--- src/rtl/core/mal_pkg.sv ---
`default_nettype none

package mal_pkg;

    localparam int ADDR_W   = 48;
    localparam int STATUS_W = 3;
    localparam int COUNT_W  = 5;
    localparam int OUT_W    = 16;

    typedef enum logic [STATUS_W-1:0] {
        ST_ADDED     = 3'd0,
        ST_PRESENT   = 3'd1,
        ST_DELETED   = 3'd2,
        ST_NOT_FOUND = 3'd3,
        ST_FULL      = 3'd4
    } status_t;

    typedef enum logic {
        FUNC_ADD = 1'b0,
        FUNC_DEL = 1'b1
    } func_t;

endpackage

`default_nettype wire

--- src/rtl/core/mal_ram.sv ---
`default_nettype none

module mal_ram
    import mal_pkg::*;
#(
    parameter int DEPTH = 16,
    parameter int AW    = 4
)
(
    input  wire logic              clk,
    input  wire logic              we,
    input  wire logic [AW-1:0]     waddr,
    input  wire logic [ADDR_W-1:0] wdata,
    input  wire logic              re,
    input  wire logic [AW-1:0]     raddr,
    output      logic [ADDR_W-1:0] rdata
);

    logic [ADDR_W-1:0] mem_reg [DEPTH];
    logic [ADDR_W-1:0] rdata_reg;

    always_ff @(posedge clk)
    begin
        if (we)
        begin
            mem_reg[waddr] <= wdata;
        end
        if (re)
        begin
            rdata_reg <= mem_reg[raddr];
        end
    end

    assign rdata = rdata_reg;

endmodule

`default_nettype wire

--- src/rtl/core/mal_cmp.sv ---
`default_nettype none

module mal_cmp
    import mal_pkg::*;
#(
    parameter int ADDRESS_BYTES = 6
)
(
    input  wire logic [ADDR_W-1:0] addr_a,
    input  wire logic [ADDR_W-1:0] addr_b,
    output      logic              hit
);

    // compare only the low ADDRESS_BYTES bytes, capped at the field width
    localparam int CMP_BITS = (8 * ADDRESS_BYTES > ADDR_W) ? ADDR_W : 8 * ADDRESS_BYTES;
    localparam logic [ADDR_W-1:0] CMP_MASK = {ADDR_W{1'b1}} >> (ADDR_W - CMP_BITS);

    assign hit = ((addr_a ^ addr_b) & CMP_MASK) == '0;

endmodule

`default_nettype wire

--- src/rtl/core/multicast_address_list.sv ---
// Steps: IDLE takes a request; SCAN reads and compares the stored entries in order;
//   on a delete hit SHIFT moves the later entries down one slot; DONE loads the result.
//   Throughput: one request at a time, the next word is taken as soon as the result
//   is loaded into the output register; a full output register holds DONE and so stalls
//   the following request. One RAM with one write and one read port, one shared compare unit.
// Reset: entry count cleared; table contents undefined until written, no clearing pass.
`default_nettype none

module multicast_address_list
    import mal_pkg::*;
#(
    parameter int TABLE_DEPTH   = 16,
    parameter int ADDRESS_BYTES = 6
)
(
    input  wire logic              clk,
    input  wire logic              rst_n,
    input  wire logic              s_tvalid,
    output      logic              s_tready,
    input  wire logic [ADDR_W-1:0] s_tdata,   // [47:0] address
    input  wire logic              s_tuser,   // [0] func
    output      logic              m_tvalid,
    input  wire logic              m_tready,
    output      logic [OUT_W-1:0]  m_tdata    // [2:0] status, [7:3] entry_count,
                                              // [8] reload_request, [15:9] zero
);

    localparam int AW = (TABLE_DEPTH > 1) ? $clog2(TABLE_DEPTH) : 1;
    localparam int CW = $clog2(TABLE_DEPTH + 1);
    localparam logic [CW-1:0] DEPTH_C = CW'(TABLE_DEPTH);
    localparam logic [CW-1:0] ONE_C   = CW'(1);

    typedef enum logic [1:0] {
        IDLE,
        SCAN,
        SHIFT,
        DONE
    } state_t;

    state_t            state_reg, state_next;
    logic              func_reg, func_next;
    logic [ADDR_W-1:0] addr_reg, addr_next;
    logic [CW-1:0]     count_reg, count_next;
    logic [CW-1:0]     rd_idx_reg, rd_idx_next;
    logic [CW-1:0]     cmp_idx_reg, cmp_idx_next;
    logic              pend_reg, pend_next;
    status_t           res_status_reg, res_status_next;
    logic              res_reload_reg, res_reload_next;
    logic              m_tvalid_reg, m_tvalid_next;
    logic [OUT_W-1:0]  m_tdata_reg, m_tdata_next;

    logic              ram_we;
    logic [AW-1:0]     ram_waddr;
    logic [ADDR_W-1:0] ram_wdata;
    logic              ram_re;
    logic [AW-1:0]     ram_raddr;
    logic [ADDR_W-1:0] ram_rdata;
    logic              hit;
    logic [CW-1:0]     wr_idx;
    logic [CW+COUNT_W-1:0] cnt_wide;

    mal_ram #(
        .DEPTH (TABLE_DEPTH),
        .AW    (AW)
    ) u_ram (
        .clk   (clk),
        .we    (ram_we),
        .waddr (ram_waddr),
        .wdata (ram_wdata),
        .re    (ram_re),
        .raddr (ram_raddr),
        .rdata (ram_rdata)
    );

    mal_cmp #(
        .ADDRESS_BYTES (ADDRESS_BYTES)
    ) u_cmp (
        .addr_a (ram_rdata),
        .addr_b (addr_reg),
        .hit    (hit)
    );

    assign s_tready = (state_reg == IDLE);
    assign m_tvalid = m_tvalid_reg;
    assign m_tdata  = m_tdata_reg;
    assign cnt_wide = {{COUNT_W{1'b0}}, count_reg};

    always_comb
    begin
        state_next      = state_reg;
        func_next       = func_reg;
        addr_next       = addr_reg;
        count_next      = count_reg;
        rd_idx_next     = rd_idx_reg;
        cmp_idx_next    = cmp_idx_reg;
        pend_next       = pend_reg;
        res_status_next = res_status_reg;
        res_reload_next = res_reload_reg;
        m_tvalid_next   = m_tvalid_reg && !m_tready;
        m_tdata_next    = m_tdata_reg;
        ram_we          = 1'b0;
        wr_idx          = count_reg;
        ram_wdata       = addr_reg;
        ram_re          = 1'b0;
        ram_raddr       = rd_idx_reg[AW-1:0];

        case (state_reg)
            IDLE:
            begin
                if (s_tvalid)
                begin
                    func_next   = s_tuser;
                    addr_next   = s_tdata;
                    rd_idx_next = '0;
                    pend_next   = 1'b0;
                    state_next  = SCAN;
                end
            end
            SCAN:
            begin
                if (pend_reg && hit)
                begin
                    pend_next = 1'b0;
                    if (func_reg == FUNC_ADD)
                    begin
                        res_status_next = ST_PRESENT;
                        res_reload_next = 1'b0;
                        state_next      = DONE;
                    end
                    else
                    begin
                        rd_idx_next = cmp_idx_reg + ONE_C;
                        state_next  = SHIFT;
                    end
                end
                else if (rd_idx_reg >= count_reg)
                begin
                    pend_next  = 1'b0;
                    state_next = DONE;
                    if (func_reg == FUNC_DEL)
                    begin
                        res_status_next = ST_NOT_FOUND;
                        res_reload_next = 1'b0;
                    end
                    else if (count_reg == DEPTH_C)
                    begin
                        res_status_next = ST_FULL;
                        res_reload_next = 1'b0;
                    end
                    else
                    begin
                        ram_we          = 1'b1;
                        wr_idx          = count_reg;
                        ram_wdata       = addr_reg;
                        count_next      = count_reg + ONE_C;
                        res_status_next = ST_ADDED;
                        res_reload_next = 1'b1;
                    end
                end
                else
                begin
                    ram_re       = 1'b1;
                    cmp_idx_next = rd_idx_reg;
                    pend_next    = 1'b1;
                    rd_idx_next  = rd_idx_reg + ONE_C;
                end
            end
            SHIFT:
            begin
                // move the word read last cycle down one slot
                if (pend_reg)
                begin
                    ram_we    = 1'b1;
                    wr_idx    = cmp_idx_reg - ONE_C;
                    ram_wdata = ram_rdata;
                end
                if (rd_idx_reg >= count_reg)
                begin
                    pend_next       = 1'b0;
                    count_next      = count_reg - ONE_C;
                    res_status_next = ST_DELETED;
                    res_reload_next = 1'b1;
                    state_next      = DONE;
                end
                else
                begin
                    ram_re       = 1'b1;
                    cmp_idx_next = rd_idx_reg;
                    pend_next    = 1'b1;
                    rd_idx_next  = rd_idx_reg + ONE_C;
                end
            end
            DONE:
            begin
                if (!m_tvalid_reg || m_tready)
                begin
                    m_tvalid_next = 1'b1;
                    m_tdata_next  = {{(OUT_W - 1 - COUNT_W - STATUS_W){1'b0}},
                                     res_reload_reg,
                                     cnt_wide[COUNT_W-1:0],
                                     res_status_reg};
                    state_next    = IDLE;
                end
            end
            default:
            begin
                state_next = IDLE;
            end
        endcase
    end

    assign ram_waddr = wr_idx[AW-1:0];

    always_ff @(posedge clk or negedge rst_n)
    begin
        if (!rst_n)
        begin
            state_reg      <= IDLE;
            func_reg       <= FUNC_ADD;
            addr_reg       <= '0;
            count_reg      <= '0;
            rd_idx_reg     <= '0;
            cmp_idx_reg    <= '0;
            pend_reg       <= 1'b0;
            res_status_reg <= ST_ADDED;
            res_reload_reg <= 1'b0;
            m_tvalid_reg   <= 1'b0;
            m_tdata_reg    <= '0;
        end
        else
        begin
            state_reg      <= state_next;
            func_reg       <= func_next;
            addr_reg       <= addr_next;
            count_reg      <= count_next;
            rd_idx_reg     <= rd_idx_next;
            cmp_idx_reg    <= cmp_idx_next;
            pend_reg       <= pend_next;
            res_status_reg <= res_status_next;
            res_reload_reg <= res_reload_next;
            m_tvalid_reg   <= m_tvalid_next;
            m_tdata_reg    <= m_tdata_next;
        end
    end

    a_count_bound: assert property (@(posedge clk) disable iff (!rst_n)
        count_reg <= DEPTH_C)
        else $error("entry count above table depth");

    a_count_only_at_finish: assert property (@(posedge clk) disable iff (!rst_n)
        (count_reg != $past(count_reg)) |-> (state_reg == DONE))
        else $error("entry count changed outside a finished request");

    a_busy_after_accept: assert property (@(posedge clk) disable iff (!rst_n)
        (s_tvalid && s_tready) |=> !s_tready)
        else $error("accepted a word while busy");

    a_shift_write_in_range: assert property (@(posedge clk) disable iff (!rst_n)
        (ram_we && state_reg == SHIFT) |-> (wr_idx < count_reg))
        else $error("shift write beyond occupied entries");

endmodule

`default_nettype wire

--- config.mk ---
export PLATFORM = sky130hd
export DESIGN_NAME = multicast_address_list
export DESIGN_NICKNAME = d
export VERILOG_FILES = /design/src/rtl/core/mal_pkg.sv /design/src/rtl/core/mal_ram.sv /design/src/rtl/core/mal_cmp.sv /design/src/rtl/core/multicast_address_list.sv
export SDC_FILE = /design/constraint.sdc
export NUM_CORES = 1
export LEC_CHECK = 0
export BUFFER_PORTS_ARGS = -buffer_cell sky130_fd_sc_hd__buf_2
export CAP_MARGIN = 20
export CORE_UTILIZATION = 54
export CTS_BUF_LIST = sky130_fd_sc_hd__clkbuf_4
export CTS_CLUSTER_DIAMETER = 200
export CTS_CLUSTER_SIZE = 14
export DETAILED_ROUTE_END_ITERATION = 12
export PLACE_DENSITY_LB_ADDON = 0.2
export SYNTH_ARGS = -nofsm -noshare
export SYNTH_HDL_FRONTEND = slang
export SYNTH_SLANG_ARGS = --single-unit
--- constraint.sdc ---
create_clock -name clk -period 5.2 [get_ports clk]
set_input_delay 0.52 -clock clk [delete_from_list [all_inputs] [get_ports clk]]
set_output_delay 0.52 -clock clk [all_outputs]
set_load 0.02 [all_outputs]
* Yosys cells after proc, flatten, opt, wreduce, memory -nomap -nowiden *
Memories as Yosys holds them, arrays and structs flattened. A register that Yosys moved wholly into a read port is not among the register bits.
Index checks and enable logic that the tools add are counted.

storage, ports and cells
  bits in registers = 81
  RAM bits = 768
  input port bits = 53
  output and inout port bits = 18
  memories kept = 1

cells by class
  add/sub/neg operators = 5
  magnitude comparators = 1
  eq/ne operators = 14
  mux-type cells = 51
  bitwise gates (word level) = 1
  reduce and logical (&&, ||, !) cells = 17

memories
  memory         depth  bits a word  rd ports  clocked after memory_dff  wr ports  line           RTL
  u_ram.mem_reg  16     48           1         1                         1         mal_ram.sv:19  logic [ADDR_W-1:0] mem_reg [DEPTH];

operator list
  kind                                                                number
  48-bit two-way mux                                                  2
  5-bit two-way mux                                                   11
  48-bit zero test                                                    1
  48-bit XOR                                                          1
  5-bit case mux with 2 select lines                                  2
  3-bit two-way mux                                                   6
  1-bit two-way mux                                                   17
  5-bit by 1-bit adder with 5-bit output, second input constant       3
  5-bit case mux with 3 select lines                                  1
  2-bit != test, second input constant                                7
  2-bit AND reduction                                                 5
  3-bit != test, second input constant                                3
  2-bit two-way mux                                                   4
  4-bit two-way mux                                                   2
  2-bit case mux with 4 select lines                                  1
  1-bit case mux with 2 select lines                                  3
  3-bit case mux with 2 select lines                                  1
  6-bit AND reduction                                                 1
  5-bit equality test, second input constant                          1
  5-bit greater-or-equal comparator                                   1
  5-bit by 1-bit subtractor with 5-bit output, second input constant  1
  2-bit equality test, second input constant                          2
  4-bit AND reduction                                                 1
  4-bit by 1-bit subtractor with 4-bit output, second input constant  1
  9 further kinds                                                     11

* Logic depth before layout (Yosys ltp) *
  depth after elaboration = 8
  depth in mapped cells = 14
  gate-level depth less buffers = 11

* Cells and area by module *
Synthesis repeated with hierarchy kept, for this count alone.

unflattened totals
  cells, all modules = 1675
  area, all modules = 35078.6 um^2

by module, submodules not included
  module                  instances  cells each  area each (um^2)  seq. area each (um^2)
  mal_ram                 1          1242        30171.4           24503.5
  multicast_address_list  1          369         4383.0            2026.9
  mal_cmp                 1          64          524.3             0.0

* Worst setup path after synthesis *
Ideal clock, no wire load.

  kind = flip-flop to flip-flop
  start = register rd_idx_reg[0]
  end = memory u_ram.mem_reg[3][0], enable pin
  library setup time = 0.454 ns
  arrival = 4.633 ns
  required time = 4.746 ns
  slack = 0.113 ns
  cell stages (with the launch flop) = 13
  period minus slack after synthesis = 5.087 ns
  cells stage by stage = dfrtp_1 buf_2 buf_2 buf_1 inv_1 ha_1 nor2b_1 o21ai_0 a21boi_0 nor4_1 and4_1 o21ai_1 nor2_1

between the ends
  word-level cells in the longest chain between the ends = 6

RTL lines
  element                                  line                           RTL
  from (decl)                              multicast_address_list.sv:44   logic [CW-1:0] rd_idx_reg, rd_idx_next;
  from (signal assigned)                   multicast_address_list.sv:236  rd_idx_reg <= rd_idx_next;
  5-bit greater-or-equal comparator        multicast_address_list.sv:136  else if (rd_idx_reg >= count_reg)
  1-bit two-way mux                        multicast_address_list.sv:136
  1-bit two-way mux                        multicast_address_list.sv:121  if (pend_reg && hit)
  1-bit case mux with 2 select lines       multicast_address_list.sv:107  case (state_reg)
  1-bit two-way mux                        mal_ram.sv:24                  if (we)
  1-bit two-way mux (implied by the code)  mal_ram.sv:26                  mem_reg[waddr] <= wdata;
  to (decl)                                mal_ram.sv:19

Every way passes these cells.

* Worst setup path after layout *
  start = register state_reg[0]
  end = memory u_ram.mem_reg[8][32], enable pin

between the ends
  word-level cells in the longest chain between the ends = 4
  elaborated cells between the ends (all ways) = 6
  those cells by class = eq/ne: 2; mux: 4

RTL lines
  element                                                                                       line                           RTL
  from (decl)                                                                                   multicast_address_list.sv:40   state_t state_reg, state_next;
  from (signal assigned)                                                                        multicast_address_list.sv:232  state_reg <= state_next;
  2-bit equality test / 2-bit by 1-bit equality test with 1-bit output (equally long branches)  multicast_address_list.sv:107
  1-bit case mux with 2 select lines                                                            multicast_address_list.sv:107
  1-bit two-way mux                                                                             mal_ram.sv:24
  1-bit two-way mux (implied by the code)                                                       mal_ram.sv:26

Several ways; a longest one is shown, not always the timed one.

==> results.sh <==
export IMPL_final_fill_count=4624
export IMPL_ys_seq_elements=897
export IMPL_p_leak_nw=12.35
export IMPL_final_antenna_net_count=0
export IMPL_drc=0
export IMPL_power_density_nw_per_um2=479.9
export IMPL_start_kind="flip-flop"
export IMPL_synthCells=1694
export IMPL_synth_edf_count=816
export IMPL_setup_viol_count_final=0
export IMPL_h_tree_depth=3
export IMPL_wl_um=76590
export IMPL_fmax_ghz=0.2450
export IMPL_final_setup_tns_ns=0
export IMPL_seqCellArea_um2=26540
export IMPL_drv_cap=0
export IMPL_clk_latency_ns=0.91
export IMPL_largest_reg_flops=768
export IMPL_holdWs_ns=0.08387
export IMPL_overflow=0
export IMPL_die_h_um=257.7
export IMPL_grt_pass1_wl_um=113800
export IMPL_clkPwrFrac_pct=18.3
export IMPL_criticalPathCategory="reg2reg"
export IMPL_cts_sinks=897
export IMPL_cp_arrival_ns=4.67
export IMPL_avgSynthCellArea_um2=20.84
export IMPL_io_pins=71
export IMPL_final_cell_area_um2=38460
export IMPL_port_buffers=63
export IMPL_period_share_pct=78.49
export IMPL_drt_pre_antenna_iters=5
export IMPL_swShare_pct=30.75
export IMPL_multiInputGateArea_um2=8458
export IMPL_drive_above_1_share_pct=29.89
export IMPL_num_rows=93
export IMPL_switchingPower_mw=5.674
export IMPL_yosysTopAreaCell="edfxtp_1"
export IMPL_cp_startpoint="state_reg[0]"
export IMPL_synth_common_cells="816 x edfxtp_1, 240 x mux4_2, 158 x nand2_1"
export IMPL_clk_pin_slew_ns=0.16
export IMPL_rsz0062_at_grt="false"
export IMPL_cts_path_max_buffers=3
export IMPL_peakVddDrop_v=0.0003297
export IMPL_vias=16820
export IMPL_post_dp_cell_area_um2=36890
export IMPL_yosys_top_cells_area="edfxtp_1 69%, mux4_2 15%, dfrtp_1 5.7%, mux2_2 1.9%, nand2_1 1.7%"
export IMPL_seqPwrFrac_pct=54.0
export IMPL_yosys_warnings=0
export IMPL_antenna_found_initial=2
export IMPL_via_per_inst=6.106
export IMPL_die_area_um2=66410
export IMPL_relSlewSlack_pct=25.48
export IMPL_timing_final_max_slew_violations=0
export IMPL_max_slew_worst_pin_slew_ns=1.118
export IMPL_syn_area_um2=35310
export IMPL_cp_max_fo=27
export IMPL_ys_seq_area_share_pct=75.14
export IMPL_post_drt_wl_per_cell_um=27.81
export IMPL_async_reset_ff_share_pct=9.030
export IMPL_initial_utilization_pct=54.68
export IMPL_cts_tree="built"
export IMPL_yosysMostFrequentCell="edfxtp_1"
export IMPL_grt_pass1_vias=17170
export IMPL_yosysTopAreaCellShare_pct=69.40
export IMPL_cp_end_kind="flip-flop"
export IMPL_final_nets=1908
export IMPL_p_int_mw=12.78
export IMPL_area_growth_pct=8.908
export IMPL_min_from="s_tvalid"
export IMPL_dp_final_hpwl_um=42120
export IMPL_r2r_start="state_reg[0]"
export IMPL_initialDrtViolationCount=1849
export IMPL_pre_cts_ws_ns=1.110
export IMPL_min_period_ns=4.082
export IMPL_clock_skew_ns=0.08405
export IMPL_status="finished, final reports clean"
export IMPL_core_um2=64580
export IMPL_root_buffer="clkbuf_4"
export IMPL_chipWidth_um=257.7
export IMPL_min_delay_path_class="in2reg"
export IMPL_crit_required_ns=5.79
export IMPL_synthFlopType="edfxtp_1"
export IMPL_ys_types=51
export IMPL_cts_buffers_inserted=74
export IMPL_fin_ws_ns=1.118
export IMPL_hold_violations=0
export IMPL_grtUsageTotal_pct=23.80
export IMPL_place_gp_congestion=0.7979
export IMPL_grt_max_degree=126
export IMPL_p_comb_share_pct=27.7
==> layout by cell type, fill, tap and decap left out, drive strengths merged, types with 14 or more instances in the layout <==
cell	netlist	layout
edfxtp	816	816
xnor2	38	38
dfrtp	81	81
dlygate4sd3	0	51
buf	36	99
mux2	60	60
xor2	14	14
inv	24	28
nor2	31	31
mux4	240	240
a21oi	16	16
clkbuf	52	128
nand2	159	159
o21ai	26	26
ha	16	16
==> critical path, cell delays in order, from the launching register on <==
cell and delay (ns):
dfrtp_1 0.46, inv_1 0.12, ha_1 0.16, buf_4 0.22, and2_2 0.62, buf_4 0.51
nor3_1 0.08, a31oi_1 0.78, nor2_4 0.41, buf_12 0.33
==> per-layer routing <==
metal | wire, um | GRT usage [%] | share of wire, %
met5 | 0 | 0 | 0
met2 | 37350 | 37.54 | 49
met3 | 5121 | 3.700 | 6.7
met1 | 32650 | 35.21 | 43
met4 | 1465 | 6.361 | 1.9
==> worst paths after layout <==
check | to | slack (ns) | cells past startpoint
min in group asynchronous | addr_reg[12] | 0.29 | 2
max | u_ram.mem_reg[8][32] | 1.12 | 9
min | pend_reg | 0.08 | 3
min reg2reg | m_tdata[3] | 0.49 | 2
max in group asynchronous | rd_idx_reg[3] | 3.86 | 3
max reg2reg | u_ram.mem_reg[8][32] | 1.12 | 9
==> stage by stage <==
step / instances / util [%] / total power [mW]
5_1_grt: 2753 / 59.54 / 19.29
3_3_place_gp: 2566 / 57.12 / 15.11
4_1_cts: 2752 / 59.54 / 18.58
6_report: 2754 / 59.55 / 18.46
2_1_floorplan: 1700 / - / 13.55
3_5_place_dp: 2566 / 57.12 / 15.27
==> kinds of logic (layout without fill, tap and decap cells) <==
logic type	count (synthesis)	after routing	synth area share, %
muxes	305	305	17.37
buffers and inverters	112	309	1.368
and+or+nand+nor	235	235	2.806
AOI/OAI and AO/OA	75	75	1.393
DFF	897	897	75.14
other	1	9	0.01062
xor gates and xnor gates	52	52	1.290
adders and majority gates	17	17	0.6236
==> power groups by stage <==
stage / combinational (mW) / clock [mW] / sequential, mW
after floorplan: 3.51 / 0 / 10.0
after global placement: 5.01 / 0 / 10.1
after detailed placement: 5.13 / 0 / 10.1
after CTS: 5.17 / 3.44 / 9.97
after global routing: 5.54 / 3.70 / 10.0
final: 5.11 / 3.37 / 9.97
==> cell type report <==
cell class | instances | area share, %
inverters | 24 | 0.2408
repair buffers | 150 | 3.215
clock buffers | 128 | 2.499
well taps | 855 | 2.782
flip-flops and latches | 897 | 69.02
multi-input cells | 691 | 21.99
diodes | 2 | 0.01301
clock inverters | 7 | 0.2375
==> what timing repair did <==
action / 4_1_cts / 5_1_grt
gates resized for setup: 0 / 0
hold buffers: 51 / 0
endpoints found under the hold margin: 93 / 0
setup buffers: 0 / 0
(Power assumes the default switching activity.)
